## config.mk

```make
export PLATFORM = sky130hd
export DESIGN_NAME = rpg_isqrt
export DESIGN_NICKNAME = d
export VERILOG_FILES = /design/src/rtl/rpg_pkg.sv /design/src/rtl/rpg_isqrt.sv
export SDC_FILE = /design/constraint.sdc
export NUM_CORES = 2
export LEC_CHECK = 0
export BUFFER_PORTS_ARGS = -buffer_cell sky130_fd_sc_hd__buf_4
export CORE_ASPECT_RATIO = 1.25
export CORE_MARGIN = 2
export CORE_UTILIZATION = 67
export DETAILED_ROUTE_END_ITERATION = 7
export PLACE_DENSITY = 0.84
export RECOVER_POWER = 50
export SETUP_SLACK_MARGIN = 0.1
export SLEW_MARGIN = 25
export SYNTH_ARGS = -nofsm -noshare
export SYNTH_HDL_FRONTEND = slang
export SYNTH_MEMORY_MAX_BITS = 65536
export SYNTH_SLANG_ARGS = --single-unit
export TNS_END_PERCENT = 10
```

## constraint.sdc

```tcl
create_clock -name clk_i -period 6.6 [get_ports clk_i]
set_clock_uncertainty 0.05 [all_clocks]
set_input_delay 1.32 -clock clk_i [delete_from_list [all_inputs] [get_ports clk_i]]
set_output_delay 1.32 -clock clk_i [all_outputs]
set_load 0.03 [all_outputs]
```

## src/rtl/rpg_pkg.sv

```systemverilog
package rpg_pkg;

  // Configuration port geometry
  localparam int unsigned CfgIdxW  = 3;
  localparam int unsigned CfgDataW = 64;

  // Fixed stage counts of the pipeline sections
  localparam int unsigned FrontLat = 6;
  localparam int unsigned NormLat  = 7;
  localparam int unsigned SqrtLat  = 33;

  localparam logic signed [31:0] S32Max = 32'sh7fff_ffff;
  localparam logic signed [31:0] S32Min = 32'sh8000_0000;

  typedef enum logic [CfgIdxW-1:0] {
    REG_ROW0,
    REG_ROW1,
    REG_ROW2,
    REG_ROW3,
    REG_TAN,
    REG_TAN_ASP,
    REG_STEP_X,
    REG_STEP_Y
  } cfg_reg_e;

  typedef struct packed {
    logic [11:0] pixel_x;
    logic [11:0] pixel_y;
  } pix_in_t;

  typedef struct packed {
    logic signed [31:0] origin_x;
    logic signed [31:0] origin_y;
    logic signed [31:0] origin_z;
    logic signed [31:0] dir_x;
    logic signed [31:0] dir_y;
    logic signed [31:0] dir_z;
  } ray_out_t;

  typedef struct packed {
    logic [3:0][63:0] row;
    logic [31:0]      tan_half_fov;
    logic [31:0]      tan_half_fov_aspect;
    logic [31:0]      step_x;
    logic [31:0]      step_y;
  } cam_cfg_t;

  // Clamp to the signed 32-bit range
  function automatic logic signed [31:0] sat32(input logic signed [63:0] v);
    logic signed [31:0] r;
    if (v > 64'(S32Max)) begin
      r = S32Max;
    end else if (v < 64'(S32Min)) begin
      r = S32Min;
    end else begin
      r = v[31:0];
    end
    return r;
  endfunction

  // Signed Q8.8 matrix element, column c of a packed row
  function automatic logic signed [15:0] elem(input logic [63:0] row, input logic [1:0] c);
    return row[16*c +: 16];
  endfunction

endpackage

```

## src/rtl/rpg_isqrt.sv

```systemverilog
module rpg_isqrt import rpg_pkg::*; (
  input  logic        clk_i,
  input  logic [63:0] v_i,
  output logic [31:0] root_o
);

  localparam int Steps = SqrtLat - 1;

  logic [63:0] v_q   [Steps+1];
  logic [63:0] res_q [Steps+1];

  always_ff @(posedge clk_i) begin
    v_q[0]   <= v_i;
    res_q[0] <= '0;
  end

  // One result bit per stage, trial bit walks down by powers of four
  for (genvar s = 0; s < Steps; s++) begin : g_it
    localparam logic [63:0] Bit = 64'd1 << (62 - 2*s);
    logic [63:0] t;
    logic        ge;
    assign t  = res_q[s] + Bit;
    assign ge = (v_q[s] >= t);
    always_ff @(posedge clk_i) begin
      v_q[s+1]   <= ge ? v_q[s] - t : v_q[s];
      res_q[s+1] <= ge ? (res_q[s] >> 1) + Bit : (res_q[s] >> 1);
    end
  end

  assign root_o = res_q[Steps][31:0];

endmodule

```

-- After elaboration in Yosys (flattened, before gate mapping)
Memory sizes are Yosys's and may differ from the RTL's.
Index checks and enable logic that the tools add are counted.
- memory bits (writable): 4224
- memories kept: 2
- output and inout port bits: 32
- latch bits: 0
- bits of input ports: 65
- bits in read-only memories: 0
- word-level logic and storage cells: 194
- flip-flop bits (word level): 0
- memories (memory ; depth ; bits a word ; rd ports ; clocked after Yosys merged registers in ; write ports ; line ; RTL):
    res_q ; 33 ; 64 ; 33 ; 0 ; 33 ; rpg_isqrt.sv:10 ; logic [63:0] res_q [Steps+1];
    v_q ; 33 ; 64 ; 32 ; 0 ; 33 ; rpg_isqrt.sv:9 ; logic [63:0] v_q [Steps+1];
- div/mod/pow operators: 0
- eq/ne operators: 0
- shift-type cells: 0
- bitwise operators: 0
- $lt $le $gt $ge: 32
- mux-type cells: 64
- $mul: 0
- add/subtract/negate cells: 96
- reductions and logical operators: 0
- operators by type and width (kind ; number):
    64-bit two-way mux ; 64
    64-bit >= comparator ; 32
    64-bit subtractor ; 32
    63-bit by 1-bit adder with 64-bit output, second input constant ; 1
    63-bit by 11-bit adder with 64-bit output, second input constant ; 1
    63-bit by 13-bit adder with 64-bit output, second input constant ; 1
    63-bit by 15-bit adder with 64-bit output, second input constant ; 1
    63-bit by 17-bit adder with 64-bit output, second input constant ; 1
    63-bit by 19-bit adder with 64-bit output, second input constant ; 1
    63-bit by 21-bit adder with 64-bit output, second input constant ; 1
    63-bit by 23-bit adder with 64-bit output, second input constant ; 1
    63-bit by 25-bit adder with 64-bit output, second input constant ; 1
    63-bit by 27-bit adder with 64-bit output, second input constant ; 1
    63-bit by 29-bit adder with 64-bit output, second input constant ; 1
    63-bit by 3-bit adder with 64-bit output, second input constant ; 1
    63-bit by 31-bit adder with 64-bit output, second input constant ; 1
    63-bit by 33-bit adder with 64-bit output, second input constant ; 1
    63-bit by 35-bit adder with 64-bit output, second input constant ; 1
    63-bit by 37-bit adder with 64-bit output, second input constant ; 1
    63-bit by 39-bit adder with 64-bit output, second input constant ; 1
    63-bit by 41-bit adder with 64-bit output, second input constant ; 1
    63-bit by 43-bit adder with 64-bit output, second input constant ; 1
    63-bit by 45-bit adder with 64-bit output, second input constant ; 1
    63-bit by 47-bit adder with 64-bit output, second input constant ; 1
    other kinds (43) ; 43

-- Longest topological paths before layout
- depth in word-level cells: 3
- gate-level depth with buffers: 14
- gate-level depth less buffers: 13

-- Worst setup path before layout
No wires, ideal clock.
- path kind: reg2reg
- from: memory v_q[20][52] (netlist: v_q[0][1332])
- to: memory v_q[21][32] (netlist: v_q[0][1376])
- data required time: 6.427 ns
- path buffers: 1
- period minus slack after synthesis: 3.491 ns
- data arrival time: 3.318 ns
- cell stages (with the launch flop): 9
- setup slack: 3.109 ns
- setup time: 0.123 ns
- cells stage by stage: dfxtp_1 or4_1 or3_4 or4_1 or4_1 or4_4 a31oi_4 buf_6 mux2_1
- RTL lines (what ; line):
    start: declaration ; rpg_isqrt.sv:9

==> results.cfg <==
[layout]
instances_no_fill = 12000
layout-drive-gt1-share = 0.0665
nets = 10500
final.fill_count = 9649
area_delta_synth_final_pct = 10.9

[pwr]
power.total_mw = 47.9
power.density_nw_per_um2 = 444
clkPwrFrac = 0.291
p_sw_frac = 0.332
power.share.combinational = 0.246
pwr-share-seq = 0.463
internal_power_mw = 32.0
p_switching_mw = 15.9
ir_drop_v = 0.000385
leakage_nw = 49.4

[cts]
post_cts_resized = 0
htreeDepth = 4
cts_setup_buffers = 0
cts_made_buffers = 222
cts_tree = built
cts_hold_buf = 0
clock_latency_ns = 0.94
clock_tree.buffer_depth = 3
path_clk_slew_ns = 0.07
numClockSinks = 2576
clockRootBuffer = clkbuf_16

[yosys]
ys_warn_count = 0
synth.mux.area_fraction = 0.00986
synth_top_family_by_area = simple AND/OR/NAND/NOR gates
synth.avg_cell_area_um2 = 9.99
yosysTopAreaCell = dfxtp_1
synthTopCellsByArea = dfxtp_1, ha_1, xnor2_1
synthDistinctLibCells = 90
syn_nets = 10300
syn_inst = 9722
synth_xor_area_frac = 0.0804
synth_area_um2 = 97100
ys_seq_elements = 2576
ys.flop_type = dfxtp_1
synth_compound_area_frac = 0.121
synth_simple_gate_area_frac = 0.151
synth-adder-area-share = 0.0719
async_flop_share = 0
synth_top_area_share = 0.531
ys_seq_area_frac = 0.531
synth-edff-count = 0

[flow_run]
maxCapViolCount = 0

[grt]
grt_pass1_vias = 72700
grt_use_total = 0.340
antenna_found_initial = 11
grt_max_degree = 81
grt_first_pass_wirelength_um = 399000
grt_overflow = 0

[detailed_routing]
drc_errors = 0
vias_per_cell = 6.06
ant_nets = 0
vias = 72500
drtIter0Drc = 5832
first_pass_iters = 6
wire_per_inst_um = 21.5
finalWirelength_um = 257000

[critical_path]
regToRegSetupSlack_ns = 2.44
r2r_start = res_q[1][677]
worstPathMaxFanout = 9
cp_data_required_time_ns = 7.26
cp-start-kind = flip-flop
critPathKind = reg -> reg
cp-startpoint = res_q[1][677]
crit_path_end = v_q[0][1786]
end_kind = flip-flop
reg2regPathDepth = 12
regToRegEndpoint = v_q[0][1786]
cp.arrival_ns = 4.82

[floorplan]
initial_utilization = 0.673
die-area_um2 = 148000
die_w_um = 345
dieHeight_um = 430
io_pins = 97
core_um2 = 144000
num_rows = 156

[placement]
port_buffers = 96
place_congestion = 0.967
dp_cells = 11500
dp_hpwl_um = 186000

[sta]
timing.fmax_mhz = 240
finalSetupViolCount = 0
min_period_ns = 4.16
tightest_slew_ns = 1.07
hold_viol = 0
maxSlewViolCount = 0
setup_tns_ns = 0
slew_headroom = 0.278
rsz0062_at_grt = false
finalCritPeriodShare = 0.630

[status]
outcome = completed

[min_path]
hold_path_class = reg -> reg
[final cells by class]
class | count | area, µm² | share of cell area
sequential | 2576 | 51600 | 0.479
multi-input combinational | 6245 | 42200 | 0.392
clock buffer | 291 | 6150 | 0.0571
inverter | 698 | 2620 | 0.0243
tap | 1896 | 2370 | 0.0220
clock inverter | 120 | 1790 | 0.0166
timing repair buffer | 130 | 976 | 0.00906
antenna | 1 | 2.50 | 0.0000232
[placed cells by master (no fill, tap or decap), types with 36 or more instances in the layout]
cell and n:
dfxtp_1 2576, inv_1 696, nand2_1 635, a21oi_1 597, nor2_1 591, ha_1 558
xnor2_1 526, o21ai_0 434, xor2_1 365, nor4_1 332, a21o_1 282, nor3_1 247
clkbuf_16 222, nand4_1 204, nand3_1 147, buf_4 130, or3_1 103, o21a_1 98
nand2b_1 96, or4_1 81, mux2_2 76, nor2b_1 66, o21bai_1 50, a211oi_1 48
a31oi_1 48, nor4b_1 46, clkinv_2 46, and3_1 45, or2_2 43, and2_1 42
nand3b_1 38, a21boi_0 36
[kinds of logic (layout without fill, tap and decap cells)]
family / Yosys count / after routing
AO/OA/AOI/OAI: 1886 / 1886
XOR/XNOR: 891 / 891
adder cells (fa/ha/maj): 558 / 558
buffers and inverters: 901 / 1239
flip-flops: 2576 / 2576
multiplexers: 86 / 86
other: 0 / 1
AND/OR/NAND/NOR: 2824 / 2824
[layer usage]
layer,vias up,GRT usage,routed length [µm]
met5,-,0,81
met4,12,0.171,14100
met3,826,0.0600,15400
met2,2697,0.595,127000
met1,34700,0.396,100000
li1,34300,-,-
[worst min path at each step]
stage / endpoint / from / cells past startpoint / slack [ns]
2_1_floorplan: v_q[0][1024] / v_q[0][960] / 0 / 0.27
3_3_place_gp: v_q[0][1283] / v_q[0][1219] / 0 / 0.28
3_5_place_dp: v_q[0][1052] / v_q[0][988] / 0 / 0.28
4_1_cts: res_q[1][161] / res_q[1][98] / 0 / 0.26
5_1_grt: res_q[1][99] / res_q[1][36] / 0 / 0.25
6_report: res_q[1][161] / res_q[1][98] / 0 / 0.25
[cell usage after synthesis (35+ instances only)]
| cell type | count |
|---|---|
| dfxtp_1 | 2576 |
| inv_1 | 696 |
| nand2_1 | 636 |
| a21oi_1 | 600 |
| nor2_1 | 591 |
| ha_1 | 558 |
| xnor2_1 | 526 |
| o21ai_0 | 434 |
| xor2_1 | 365 |
| nor4_1 | 334 |
| a21o_1 | 282 |
| nor3_1 | 248 |
| nand4_1 | 204 |
| clkbuf_1 | 186 |
| nand3_1 | 147 |
| or3_1 | 103 |
| o21a_1 | 98 |
| nand2b_1 | 96 |
| or4_1 | 81 |
| mux2_2 | 76 |
| nor2b_1 | 66 |
| a211oi_1 | 50 |
| o21bai_1 | 50 |
| a31oi_1 | 49 |
| nor4b_1 | 46 |
| and3_1 | 45 |
| or2_2 | 43 |
| and2_1 | 42 |
| nand3b_1 | 38 |
| a21boi_0 | 36 |
| o211ai_1 | 35 |
| o31ai_1 | 35 |
[registers in the layout, indices dropped and copies added, names as in the netlist]
| register | count |
|---|---|
| res_q | 528 |
| v_q | 2048 |
[through the flow]
step	hold slack [ns]	utilization	setup slack [ns]	area, µm²
after floorplan	0.272	-	3.11	97100
after global placement	0.277	0.691	2.33	99700
after detailed placement	0.281	0.692	2.36	99800
after CTS	0.259	0.747	2.25	108000
after global routing	0.245	0.747	2.17	108000
final	0.253	0.747	2.44	108000
[power by group through the flow]
stage | logic (mW) | clock network, mW | registers (mW)
after global routing | 13.0 | 14.6 | 22.4
after detailed placement | 11.4 | 0 | 22.3
after global placement | 11.1 | 0 | 22.3
after floorplan | 9.02 | 0 | 21.0
final | 11.8 | 13.9 | 22.2
after CTS | 11.6 | 14.0 | 22.1
[critical path, stage by stage, from the launching register on]
cell       delay, ns
dfxtp_1         0.36
inv_1           0.06
ha_1            0.45
nand2b_1        0.17
nor3b_1         0.43
nand4_1         0.33
nor4_1          0.47
a21boi_0        0.22
o21a_1          0.19
inv_2           0.26
nand3_1         0.29
a2111oi_0       0.60
xor2_1          0.13
Power figures use the tool's default switching activity.
